===== src/design/pbst_pkg.sv =====
// Package for the peer ban score table: sizes, codes, the chain word and the
// write command. Used by pbst_cell and peer_ban_score_table.
package pbst_pkg;

    localparam int DEPTH = 256;
    localparam int IW    = $clog2(DEPTH);
    localparam int CW    = $clog2(DEPTH + 1);
    localparam int DLW   = 48;
    localparam logic [DLW-1:0] DEADLINE_MAX = {DLW{1'b1}};

    typedef enum logic [1:0] {
        KIND_ADD    = 2'd0,
        KIND_CHECK  = 2'd1,
        KIND_REMOVE = 2'd2,
        KIND_NONE   = 2'd3
    } t_kind;

    typedef enum logic [1:0] {
        CFG_SCORE_LIMIT = 2'd0,
        CFG_EXCLUDE     = 2'd1,
        CFG_REMOVE      = 2'd2,
        CFG_FRACTION    = 2'd3
    } t_cfg;

    typedef enum logic [2:0] {
        ST_IDLE,
        ST_LIMIT,
        ST_SCAN,
        ST_CALC,
        ST_FINISH
    } t_state;

    // word handed from cell to cell during a scan
    typedef struct packed {
        logic           match_hit;
        logic [IW-1:0]  match_idx;
        logic [7:0]     match_score;
        logic [DLW-1:0] match_deadline;
        logic           free_hit;
        logic [IW-1:0]  free_idx;
        logic           best_hit;
        logic [IW-1:0]  best_idx;
        logic [DLW-1:0] best_deadline;
    } t_carry;

    // broadcast key and entry write
    typedef struct packed {
        logic [63:0]    key_high;
        logic [63:0]    key_low;
        logic           wr_en;
        logic [IW-1:0]  wr_idx;
        logic           wr_valid;
        logic [7:0]     wr_score;
        logic [DLW-1:0] wr_deadline;
    } t_cmd;

    // clamp a deadline sum to the 48-bit maximum
    function automatic logic [DLW-1:0] sat_deadline(input logic [DLW:0] sum);
        logic [DLW-1:0] res;
        res = sum[DLW] ? DEADLINE_MAX : sum[DLW-1:0];
        return res;
    endfunction

endpackage


===== src/design/pbst_cell.sv =====
// One table entry of the peer ban score table and its stage of the scan chain.
// Depends on pbst_pkg.
module pbst_cell import pbst_pkg::*; (
    input  logic          i_clk,
    input  logic          i_rst_n,
    input  logic [IW-1:0] i_index,
    input  t_cmd          i_cmd,
    input  t_carry        i_carry,
    output t_carry        o_carry
);

    logic           r_valid;
    logic [63:0]    r_key_high;
    logic [63:0]    r_key_low;
    logic [7:0]     r_score;
    logic [DLW-1:0] r_deadline;
    t_carry         r_carry;
    t_carry         n_carry;
    logic           hit;

    // entry storage
    always_ff @(posedge i_clk) begin
        if (!i_rst_n) begin
            r_valid <= 1'b0;
        end else if (i_cmd.wr_en && i_cmd.wr_idx == i_index) begin
            r_valid <= i_cmd.wr_valid;
        end
    end

    always_ff @(posedge i_clk) begin
        if (i_cmd.wr_en && i_cmd.wr_idx == i_index) begin
            r_key_high <= i_cmd.key_high;
            r_key_low  <= i_cmd.key_low;
            r_score    <= i_cmd.wr_score;
            r_deadline <= i_cmd.wr_deadline;
        end
    end

    assign hit = r_valid && r_key_high == i_cmd.key_high && r_key_low == i_cmd.key_low;

    // merge this entry into the word; lower cells already had first claim
    always_comb begin
        n_carry = i_carry;
        if (hit && !i_carry.match_hit) begin
            n_carry.match_hit      = 1'b1;
            n_carry.match_idx      = i_index;
            n_carry.match_score    = r_score;
            n_carry.match_deadline = r_deadline;
        end
        if (!r_valid && !i_carry.free_hit) begin
            n_carry.free_hit = 1'b1;
            n_carry.free_idx = i_index;
        end
        if (r_valid && (!i_carry.best_hit || r_deadline < i_carry.best_deadline)) begin
            n_carry.best_hit      = 1'b1;
            n_carry.best_idx      = i_index;
            n_carry.best_deadline = r_deadline;
        end
    end

    always_ff @(posedge i_clk) begin
        r_carry <= n_carry;
    end

    assign o_carry = r_carry;

endmodule


===== config.mk =====
export PLATFORM = sky130hd
export DESIGN_NAME = pbst_cell
export DESIGN_NICKNAME = d
export VERILOG_FILES = /design/src/design/pbst_pkg.sv /design/src/design/pbst_cell.sv
export SDC_FILE = /design/constraint.sdc
export NUM_CORES = 1
export LEC_CHECK = 0
export ABC_AREA = 0
export BUFFER_PORTS_ARGS = -buffer_cell sky130_fd_sc_hd__buf_4
export CAP_MARGIN = 20
export CORE_ASPECT_RATIO = 0.9
export CORE_MARGIN = 5
export CORE_UTILIZATION = 35
export DETAILED_ROUTE_END_ITERATION = 12
export REMOVE_ABC_BUFFERS = 1
export SYNTH_ARGS = -nofsm -noshare
export SYNTH_HDL_FRONTEND = slang
export SYNTH_SLANG_ARGS = --single-unit
export TNS_END_PERCENT = 20

===== constraint.sdc =====
create_clock -name i_clk -period 8.6 [get_ports i_clk]
set_input_delay 0.43 -clock i_clk [delete_from_list [all_inputs] [get_ports i_clk]]
set_output_delay 0.43 -clock i_clk [all_outputs]
set_load 0.05 [all_outputs]

==> results of run 1 <==
==> worst paths after layout <==
kind | startpoint | end | slack, ns | cells past startpoint
hold reg to reg | r_score[5] | o_carry[119] | 0.46 | 1
hold / removal | i_cmd[35] | r_deadline[35] | 0.06 | 1
setup reg to reg | r_key_low[14] | o_carry[84] | 5.07 | 7
setup / recovery | r_key_low[14] | o_carry[84] | 5.07 | 7
==> state kept, by name, indices dropped and copies added (netlist names) <==
signal      cells
o_carry       131
r_key_high     64
r_key_low      64
r_deadline     48
r_score         8
r_valid         1
==> final cells by class <==
class / instances / area share (%)
Tap cell: 532 / 3.47
Antenna cell: 5 / 0.0652
Clock buffer: 46 / 5.00
Inverter: 70 / 1.37
Timing Repair Buffer: 474 / 18.6
Multi-Input combinational cell: 696 / 27.9
Clock inverter: 19 / 0.991
Sequential cell: 316 / 42.6
==> layer usage <==
layer	wire, µm	share of wire [%]	vias to the layer above
met5	41	0.087	-
met1	17800	38	5346
met2	22900	48	468
met4	1300	2.7	6
li1	-	-	5190
met3	5220	11	71
==> per-stage QoR <==
step	cells	TNS [ns]	hold WS [ns]	worst slack [ns]
floorplan	1082	-9.06	0.432	-0.221
global placement	2088	0	0.435	4.96
detailed placement	2088	0	0.440	4.92
CTS	2153	0	0.0160	5.09
global route	2157	0	0.0317	5.03
finish	2158	0	0.0574	5.07
==> cell families after synthesis <==
group / synth area share, %
muxes: 5.87
buffers and inverters: 3.79
DFF: 58.4
adders and majority gates: 4.20
AOI/OAI and AO/OA: 13.2
and+or+nand+nor: 8.86
xor gates and xnor gates: 5.76
==> power by group <==
part           switching, mW  total (mW)  internal (mW)
logic                  0.270       0.485          0.215
clock network          0.629        1.51          0.884
registers             0.0130        1.65           1.64
==> placed cells by master (no fill, tap or decap), types with 6 or more instances in the layout <==
master and instances:
clkinv_2 7, ha_1 47, a21oi_1 81, xor2_1 16, xnor2_1 76, dfxtp_1 131, mux2_2 49, nand2b_1 27
edfxtp_1 184, inv_1 70, nand4_1 29, nor2b_1 37, mux2_1 23, o2111ai_1 8, buf_4 473, nand2_1 111
a2111o_1 8, clkbuf_1 8, nor4_1 13, clkbuf_16 36, nand3_1 6, o221ai_1 51, a311o_1 56, o21ai_0 13
==> impl_metrics.ini, run 1 <==
[yosys]
synth.distinct_cells = 49
synth_edf_count = 184
ys_seq_elements = 316
yosys_most_used_dff = edfxtp_1
yosysSeqAreaShare_pct = 58.4
synthArstFlopShare_pct = 0
yosysWarningCount = 0
yosysTopAreaCell = edfxtp_1
synth_top_area_share_pct = 39.5
syn_inst = 1137
syn_area_um2 = 14000
synth_commonest_cells = edfxtp_1, dfxtp_1, nand2_1
synth.most_common_cell = edfxtp_1
synthTopCellsByArea = edfxtp_1, dfxtp_1, xnor2_1, ha_1, a311o_1
avgSynthCellArea_um2 = 12.3

[grt]
grt_pass1_wl_um = 68100
overflow = 0
grt_max_degree = 138
grt_usage_pct = 20.3
globalRoute.busiestLayer = met2
antenna_found_initial = 8
grtUsageMet1_pct = 23.3
grtUsageMet2_pct = 34.7
grt_pass1_vias = 11309
use_met3_pct = 7.92

[finish]
fin_util_pct = 48.5
areaGrowthSynthToFinish_pct = 37.1
drive_gt1_share_pct = 36.3
fill_cells = 3629
register_area_um2 = 8170
fin_nets = 1976
multi_input_area_um2 = 5360
design_area_um2 = 19200

[run]
drv_cap = 0

[timing]
max_slew.worst_pin.slew_ns = 1.05
rsz0062_at_grt = false
fin_crit_sh_pct = 41.1
slew-limit-headroom_pct = 29.8
fin_crit_ns = 3.53
setup_viol_count_final = 0
fin_worst_skew_ns = 0.0190
fmax_mhz = 283
hold_viol = 0
slew_viol_final = 0

[placed_design]
placed_cell_area_um2 = 18000
hpwlAfterDp_um = 34600
port_buffers = 465
gp_congestion = 0.827

[setup_path]
cp_max_fo = 65
crit_buf_inv = 1
cpMostUsedCell = nand4_1
cp_data_required_time_ns = 9.02
cp_data_arrival_time_ns = 3.95
path_cells = xnor2_1 -> nand4_1 -> nor4_1 -> nand4_1 -> nor4_2 -> buf_4 -> mux2_2
critPathKind = reg -> reg
critPathSlowestCell = nor4_1
critPathTopFamily = simple AND/OR/NAND/NOR gates
cp-start-kind = flop
end_kind = flop
max_stage_delay_ns = 0.85

[die]
ios = 466
die_height_um = 200
start_util_pct = 35.4
die_x_um = 221
die_area_um2 = 44100
num_rows = 69
core_area_um2 = 39500

[cts]
clk_pin_slew_ns = 0.06
cts_tree = built
clock_sinks = 316
clk_latency_ns = 0.55
holdBufCountCts = 0
cts_root_buf = clkbuf_16
post_cts_buffers = 0
clockBufferDepth = 3
numCtsBuffers = 36
cts_max_level = 2
post_cts_resized = 0

[power_and_ir_drop]
p_leak_nw = 7.68
peakVddDrop_v = 0.000153
power.density_nw_per_um2 = 190
total_power_mw = 3.65

[route]
drtPass1Iterations = 5
vias = 11081
route.detailed.drc = 0
wl_per_cell_um = 21.9
drt_iter0_drc = 834
routed_via_density = 5.13
finalWirelength_um = 47300
antenna_left = 0

[worst_hold_path]
min_path_type = in -> reg

[outcome]
status = complete, no violations
(Power assumes the default switching activity.)
==> run 2: changes to the inputs <==
Settings changed: ABC_AREA 0 to 1.
Clock period 8.6 ns to 3.1 ns, I/O delays scaled along.
==> impl_metrics.ini, run 2 <==
[yosys]
avgSynthCellArea_um2 = 9.64
yosys_most_used_dff = edfxtp_1
yosysTopAreaCell = edfxtp_1
syn_inst = 1403
yosysSeqAreaShare_pct = 60.4
synth.distinct_cells = 31
synth_edf_count = 184
synth.most_common_cell = nand2_1
yosysWarningCount = 0
syn_area_um2 = 13500
synth_commonest_cells = nand2_1, edfxtp_1, inv_1
synthTopCellsByArea = edfxtp_1, dfxtp_1, nand2_1, nand3_1, inv_1
ys_seq_elements = 316
synth_top_area_share_pct = 40.9
synthArstFlopShare_pct = 0

[setup_path]
critPathKind = reg -> reg
rr_worst_depth = 12
rrSetupSlack_ns = 0.24
cp-start-kind = flop
end_kind = flop
cp_data_required_time_ns = 3.57
cp_data_arrival_time_ns = 3.33
cp_max_fo = 65

[timing]
slew_viol_final = 0
fin_crit_sh_pct = 92.4
fmax_mhz = 349
slew-limit-headroom_pct = 38.3
fin_worst_skew_ns = 0.0126
max_slew.worst_pin.slew_ns = 0.923
fin_crit_ns = 2.86
hold_viol = 0
setup_viol_count_final = 0
setup_tns_ns = 0

[cts]
clk_pin_slew_ns = 0.06
clock_sinks = 316
post_cts_buffers = 0
cts_root_buf = clkbuf_16
cts_max_level = 2
numCtsBuffers = 37
clockBufferDepth = 3
cts_tree = built
clk_latency_ns = 0.53

[grt]
antenna_found_initial = 9
grt_usage_pct = 21.8
grt_max_degree = 66
grt_pass1_vias = 13275
grt_pass1_wl_um = 73600
overflow = 0

[placed_design]
hpwlAfterDp_um = 32900
port_buffers = 465
gp_congestion = 0.840

[power_and_ir_drop]
peakVddDrop_v = 0.000369
power.density_nw_per_um2 = 470
p_leak_nw = 10.4

[route]
routed_via_density = 4.61
route.detailed.drc = 0
wl_per_cell_um = 17.6
finalWirelength_um = 48300
antenna_left = 0
vias = 12650
drtPass1Iterations = 5
drt_iter0_drc = 883

[finish]
largest_reg_flops = 131
fin_nets = 2603
drive_gt1_share_pct = 24.9
areaGrowthSynthToFinish_pct = 63.9
final_common_cell = buf_4
fin_util_pct = 57.9
layout_common_cells = buf_4, nand2_1, dlygate4sd3_1, edfxtp_1, inv_1

[die]
die_area_um2 = 42700
core_area_um2 = 38300
start_util_pct = 35.3
ios = 466
die_height_um = 196
num_rows = 68
die_x_um = 217

[worst_hold_path]
min_path_type = in -> reg
hold_path_depth = 4

[run]
drv_cap = 0

[outcome]
status = complete, no violations
## run 2: changes by cell type in the layout (fill, tap and decap cells not counted), sizes merged, moves of 58 or more
cell         change
inv            +105
nand3          +127
nand2          +330
mux2            -66
dlygate4sd3    +341
a21oi           -58
nor2            +67
## run 2: layout make-up
cell class	instances	area (µm²)
inverters	176	661
clock inverters	12	66.3
clock buffers	55	1110
multi-input cells	872	4440
well taps	490	613
diodes	7	17.5
flip-flops and latches	316	8170
fillers	3061	16100
repair buffers	818	7090
## run 2: timing repair
item	in CTS	in global routing
hold endpoints to repair	316	0
setup endpoints to repair	0	7
hold buffers	341	0
gates resized for setup	0	1
## run 2: path summary, 6_finish.rpt
kind	start	end
setup reg to reg	r_key_low[16]	o_carry[125]
hold reg to reg	r_score[2]	o_carry[116]
setup / recovery	r_key_low[16]	o_carry[125]
hold / removal	i_cmd[59]	r_key_high[37]
## run 2: worst max-delay path: stages, from the launching register on
cell	delay [ns]
edfxtp_1	0.33
inv_1	0.05
o21ai_0	0.44
nor2_1	0.12
nand3_1	0.10
nor2_1	0.05
nand2_1	0.05
nor2_1	0.06
nand3_4	0.05
buf_4	0.62
nand2_1	0.21
nand2_1	0.10
dlygate4sd3_1	0.54
## run 2: cells by family after synthesis
kind of cell	synth area share, %
DFF	60.4
AOI/OAI and AO/OA	2.89
and+or+nand+nor	21.3
xor gates and xnor gates	3.63
muxes	0.500
adders and majority gates	4.35
buffers and inverters	6.96
## run 2: through the flow
step           instance area, µm²  worst slack (ns)  hold WS (ns)  power, mW  cells
2_1_floorplan               13200             -5.94         0.248       5.25   1364
3_3_place_gp                17600             0.701         0.334       5.87   2331
3_5_place_dp                17600             0.644         0.335       5.89   2331
4_1_cts                     22100             0.174         0.207       10.5   2739
5_1_grt                     22200          -0.00230         0.236       10.8   2746
6_report                    22200             0.236         0.227       10.4   2746
## run 2: layer usage
metal | share of wire [%] | wire, µm | global-route usage, % | vias up
li1 | - | - | - | 6192
met1 | 40 | 19400 | 26.2 | 5861
met3 | 7.7 | 3720 | 5.84 | 92
met5 | 0.029 | 14 | 0 | -
met4 | 3.3 | 1600 | 7.70 | 4
met2 | 49 | 23600 | 37.9 | 501
## run 2: where the power goes
group,total [mW],switching [mW],internal [mW]
Clock,4.22,1.74,2.48
Combinational,1.61,0.803,0.803
Sequential,4.58,0.0422,4.54
Total,10.4,2.59,7.82
